`config.mk`:
```
export PLATFORM = sky130hd
export DESIGN_NAME = fpq_alu_queue
export DESIGN_NICKNAME = d
export VERILOG_FILES = /design/src/hw/rtl/fixed_point_q24_8_alu_top_assert.svh /design/src/hw/rtl/fpq_alu_pkg.sv /design/src/hw/rtl/fpq_alu_queue.sv
export SDC_FILE = /design/constraint.sdc
export NUM_CORES = 1
export LEC_CHECK = 0
export ABC_AREA = 1
export ABC_CLOCK_PERIOD_IN_PS = 7300
export BUFFER_PORTS_ARGS = -buffer_cell sky130_fd_sc_hd__buf_2
export CELL_PAD_IN_SITES_DETAIL_PLACEMENT = 1
export CELL_PAD_IN_SITES_GLOBAL_PLACEMENT = 2
export CORE_MARGIN = 5
export CORE_UTILIZATION = 35
export CTS_CLUSTER_DIAMETER = 100
export DETAILED_ROUTE_END_ITERATION = 8
export GPL_TIMING_DRIVEN = 0
export PLACE_DENSITY = 0.9
export SYNTH_ARGS = -nofsm -noshare
export SYNTH_HDL_FRONTEND = slang
export SYNTH_SLANG_ARGS = --single-unit
```
`constraint.sdc`:
```
create_clock -name clk -period 7.3 [get_ports clk]
set_clock_uncertainty 0.15 [all_clocks]
set_input_delay 0.73 -clock clk [delete_from_list [all_inputs] [get_ports clk]]
set_output_delay 0.73 -clock clk [all_outputs]
set_load 0.02 [all_outputs]
```
`src/hw/rtl/fixed_point_q24_8_alu_top_assert.svh`:
```
// assertion macros shared by the alu top level
`ifndef FIXED_POINT_Q24_8_ALU_TOP_ASSERT_SVH
`define FIXED_POINT_Q24_8_ALU_TOP_ASSERT_SVH

// same-cycle implication, disabled while in reset
`define FPQ_ASSERT_IMP(lbl, ante, cons) \
  lbl: assert property (@(posedge clk) disable iff (!rst_n) (ante) |-> (cons)) \
    else $error("alu assertion failed");

// next-cycle implication, disabled while in reset
`define FPQ_ASSERT_NEXT(lbl, ante, cons) \
  lbl: assert property (@(posedge clk) disable iff (!rst_n) (ante) |=> (cons)) \
    else $error("alu assertion failed");

`endif

```
`src/hw/rtl/fpq_alu_pkg.sv`:
```
package fpq_alu_pkg;

  // default word layout
  localparam int WORD_WIDTH_DEF    = 32;
  localparam int FRACTION_BITS_DEF = 8;

  // depth of the queue between front and back
  localparam int QUEUE_DEPTH = 2;
  localparam int QUEUE_AW    = $clog2(QUEUE_DEPTH);

  // request kinds
  localparam logic [3:0] KIND_ADD      = 4'd0;
  localparam logic [3:0] KIND_SUB      = 4'd1;
  localparam logic [3:0] KIND_MUL      = 4'd2;
  localparam logic [3:0] KIND_DIV      = 4'd3;
  localparam logic [3:0] KIND_MIN      = 4'd4;
  localparam logic [3:0] KIND_MAX      = 4'd5;
  localparam logic [3:0] KIND_INC      = 4'd6;
  localparam logic [3:0] KIND_DEC      = 4'd7;
  localparam logic [3:0] KIND_TO_INT   = 4'd8;
  localparam logic [3:0] KIND_FROM_INT = 4'd9;

  // work class chosen by the front
  localparam logic [1:0] OP_FAST = 2'd0;
  localparam logic [1:0] OP_MUL  = 2'd1;
  localparam logic [1:0] OP_DIV  = 2'd2;

  typedef struct packed {
    logic [3:0]         kind;
    logic signed [31:0] operand_a;
    logic signed [31:0] operand_b;
  } in_req_t;

  typedef struct packed {
    logic signed [31:0] result;
    logic               a_less;
    logic               a_equal;
    logic               a_greater;
    logic               saturated;
    logic               divide_by_zero;
  } out_res_t;

  // classified request handed from front to back
  typedef struct packed {
    logic [1:0]  op;
    logic        neg;
    logic [31:0] mag_a;
    logic [31:0] mag_b;
    logic [31:0] res;
    logic        sat;
    logic        dz;
    logic        lt;
    logic        eq;
    logic        gt;
  } cls_t;

endpackage

```
`src/hw/rtl/fpq_alu_queue.sv`:
```
module fpq_alu_queue (
  input  logic              clk,
  input  logic              rst_n,
  input  logic              push,
  input  fpq_alu_pkg::cls_t push_data,
  output logic              head_valid,
  output fpq_alu_pkg::cls_t head_data,
  output logic              full
);
  import fpq_alu_pkg::*;

  cls_t                  mem_r [QUEUE_DEPTH];
  logic [QUEUE_AW-1:0]   wr_r, rd_r;
  logic [QUEUE_AW:0]     cnt_r;
  logic                  pop;

  // the back end takes the head whenever one is there
  assign head_valid = cnt_r != '0;
  assign pop        = head_valid;
  assign head_data  = mem_r[rd_r];
  assign full       = cnt_r == (QUEUE_AW+1)'(QUEUE_DEPTH);

  // pointers and fill count
  always_ff @(posedge clk) begin
    if (!rst_n) begin
      wr_r  <= '0;
      rd_r  <= '0;
      cnt_r <= '0;
    end else begin
      if (push) begin
        wr_r <= wr_r + 1'b1;
      end
      if (pop) begin
        rd_r <= rd_r + 1'b1;
      end
      cnt_r <= cnt_r + (QUEUE_AW+1)'(push) - (QUEUE_AW+1)'(pop);
    end
  end

  // entry storage
  always_ff @(posedge clk) begin
    if (push) begin
      mem_r[wr_r] <= push_data;
    end
  end

endmodule

```
* Yosys cells after proc, flatten, opt, wreduce, memory -nomap -nowiden
Memories as Yosys holds them, arrays and structs flattened. A register that Yosys moved wholly into a read port is not among the register bits. Cells that the tools add are included.
Storage, ports and cells: bits in registers 4, RAM bits 208, bits of input ports 107, output and inout bits 106, memories kept 1
Operators by class: $add $sub $neg 4, equality and inequality tests 1, muxes and demuxes 4, reductions and logical operators 1
Memories:
- mem_r | words 2, width 104, read ports 1, clocked after memory_dff 1, wr ports 1, line fpq_alu_queue.sv:12 | cls_t mem_r [QUEUE_DEPTH];
Operator list (count):
- 1-bit 2-to-1 mux | 4
- 1-bit adder, second input constant | 2
- 2-bit by 1-bit adder with 2-bit output | 1
- 2-bit equality test, second input constant | 1
- 2-bit nonzero test | 1
- 2-bit by 1-bit subtractor with 2-bit output | 1

* Logic depth before layout (Yosys ltp)
depth in word-level cells 3, gate-level depth with buffers 6

* Worst setup path before layout
No wires, ideal clock.
path kind input port to flip-flop, start in push, end mem mem_r[0][0] in the netlist's numbering, enable pin, library setup time 571 ps, data arrival time 5123 ps, setup slack 1457 ps, stages on the path 2, path buffers 0, cells stage by stage inv_1 > nor2_1
On the way: word-level cells in the longest chain between the ends 2
RTL lines:
- start, declared | line fpq_alu_queue.sv:4 | input logic push,
- 1-bit 2-to-1 mux | line fpq_alu_queue.sv:42 | if (push) begin
- 1-bit 2-to-1 mux (not written as such) | line fpq_alu_queue.sv:43 | mem_r[wr_r] <= push_data;
- end, declared | line fpq_alu_queue.sv:12
No other way between the ends.

==> impl_results.md <==
- Cell count after synthesis: around 570
- Initial core utilization: a little over a third
- Share of layout cells above drive strength 1: about a third
- CTS Root Cell: clkbuf_16
- Max-cap violations: 0
- Setup slack on the worst flop-to-flop path: around 5.3 ns
- Initial antenna violation count: 3
- Dpl hpwl: between 10,000 and 15,000 um
- Placed cells: 1,074
- Met2 wire len: about 9900 um
- Post-CTS Setup Inserts: 0
- Synth top cells by count: 208 x edfxtp_1, 110 x inv_1, 110 x nand2_1
- Post-synth EDFFs: between 200 and 250
- Antenna viol nets, final: 0
- Fraction of registers with async set/reset: 0%
- R2R depth: 3
- Top-count cell post-synth: edfxtp_1
- Die Width: approximately 160 um
- # fillers: about 2,400
- Pwr per Cell Area: 281 mW/mm^2
- Worst slew pin tran: approximately 0.77 ns
- Ports: approximately 210
- Layout net count: 923
- Core area: about 0.023 mm^2
- Clock sinks: ~210
- Die ar.: 0.0258 mm^2
- Post-cts resize count: 0
- Clock slew at reported path FFs: around 0.060 ns
- Req. time, crit path: between 6 and 7 ns
- Setup TNS: 0 ns
- Relative max-transition margin: about 50%
- Final Max Slew Viols: 0
- Num CTS Buffers: 24
- Peak Freq: 376 MHz
- Hold path depth: 1
- Synth warn: 0
- Routed Wire Length: 19,200 um
- Post-synth top flop: edfxtp_1
- Register area share after synthesis: 79.9%
- Kind of critical path: flip-flop to output port
- Met1 WL: around 7500 um
- Run status: complete, no violations
- Mean post-synth cell area: between 10 and 15 um^2
- Crit path launch type: flip-flop
- Global-route wire length before repair: between 30,000 and 40,000 um
- H-tree levels: 1
- Finished layout cell area: slightly above 0.01 mm^2
- Routed len/inst: between 15 and 20 um
- Maximum clock path buffer count: 3
- Syn nets: 681
- Final Cycle Share: a little over a third
- Pin count of the biggest net entering global routing: 56
- Post-Synthesis Cell Area: slightly below 0.008 mm^2
- Hold WC Path Type: input pin to flip-flop
- Vias in the first global route: around 5,600
- Port-buffer cells: around 210
- Clk_lat worst skew: approximately 0.50 ns
- Global route total overflow: 0
- Total track usage: 14.6%
- GPL Wtd Cong: approximately 0.71
- FP Rows: between 50 and 60
- DR vias: 5,086
- CTS Hold Bufs: 0
- Area growth syn-to-layout: 28.6%
- CP Capture Type: output port
- TritonCTS clock tree: yes
- Crit-path max FO: 10
- Worst path arrival time: approximately 1.8 ns
- Metal3 WL: roughly 1400 um
- Vias per cell: 4.55
- Final Hold Fails: 0
- Placed cell areas: around 0.0095 mm^2
- Core occupancy in the finished layout: around 45%
- Yosys top cell by area: edfxtp_1
- Leading post-synthesis cells by cell area: edfxtp_1 79%, o21ai_0 5.4%, inv_1 5.2%
- DRC: 0
- Final setup viols: 0
- Drt pass-1 iters: 4
- Highest metal used: met5
- Setup repair after global routing missed its margin: false
- Final std cells w/o fill: between 1,000 and 1,500
- Synth unique cells: 13
- Top cell type's share of synthesized area: between 70 and 80%
- #FFs+latches synth: around 210
- Final min period: between 2 and 3 ns
- P_leak: 4.23 nW
- Initial DRC count: about 170
- Worst IR drop on VDD: between 0.2 and 0.25 mV
- Die Height: around 160 um
-- final timing paths --
path	start	endpoint
worst max-delay path	flip-flop	head_data[29]
worst min-delay path	push_data[82]	mem_r[0][82]
worst max register to register	wr_r	mem_r[0][95]
worst min register to register	rd_r	flip-flop
-- power by group --
| group | switching (mW) | internal, mW |
|---|---|---|
| Sequential | 0.0155 | 1.41 |
| Clock | 0.446 | 0.694 |
| Combinational | 0.205 | 0.0966 |
| Total | 0.666 | 2.20 |
-- per-layer routing --
layer  up-vias  track usage (%)
li1       2427                -
met3        31             4.26
met4         4             3.52
met1      2455             16.9
met5         -                0
met2       169             26.6
-- layout make-up --
| cell class | count | area (um^2) | area share [%] |
|---|---|---|---|
| tap | 285 | 357 | 3.49 |
| clock buffer | 32 | 652 | 6.38 |
| buffer | 23 | 191 | 1.87 |
| clock inverter | 12 | 103 | 1.00 |
| antenna | 1 | 2.50 | 0.0245 |
| inverter | 110 | 415 | 4.07 |
| multi-input combinational | 227 | 1000 | 9.80 |
| timing repair buffer | 216 | 1150 | 11.2 |
| sequential | 213 | 6350 | 62.1 |
-- state kept, by name (all words and copies together) (netlist names), named ones only --
signal / flops
mem_r: 208
wr_r: 1
cnt_r: 2
rd_r: 1
-- cells in the final DEF (no fill, tap or decap), drive strengths merged --
master,Yosys,routed
buf,15,231
edfxtp,208,208
nand2,110,110
inv,110,110
o21ai,104,104
clkbuf,8,40
nor2,10,10
clkinv,0,9
dfxtp,5,5
bufinv,0,2
diode,0,1
a21oi,1,1
nand3,1,1
ha,1,1
clkinvlp,0,1
-- critical path: stages (launching register included) --
cell	delay, ns
dfxtp_1	0.32
buf_6	0.16
buf_6	0.21
buf_6	0.17
nand2_1	0.05
o21ai_0	0.12
buf_2	0.23
-- cell families (layout without fill, tap and decap cells) --
logic type | Yosys count | in the layout | synth area share (%)
AO/OA/AOI/OAI | 105 | 105 | 6.62
adder cells (fa/ha/maj) | 1 | 1 | 0.157
buffers and inverters | 133 | 393 | 7.61
flip-flops | 213 | 213 | 79.9
other | 0 | 1 | 0
AND/OR/NAND/NOR | 121 | 121 | 5.73
-- per-stage QoR --
stage	hold WS, ns	worst slack, ns	total power [mW]
6_report	0.269	4.64	2.87
5_1_grt	0.241	4.47	3.00
4_1_cts	0.244	4.55	2.92
3_5_place_dp	0.372	4.77	1.76
3_3_place_gp	0.335	-1.29	1.76
2_1_floorplan	0.323	1.46	1.62
(Power assumes the default switching activity.)
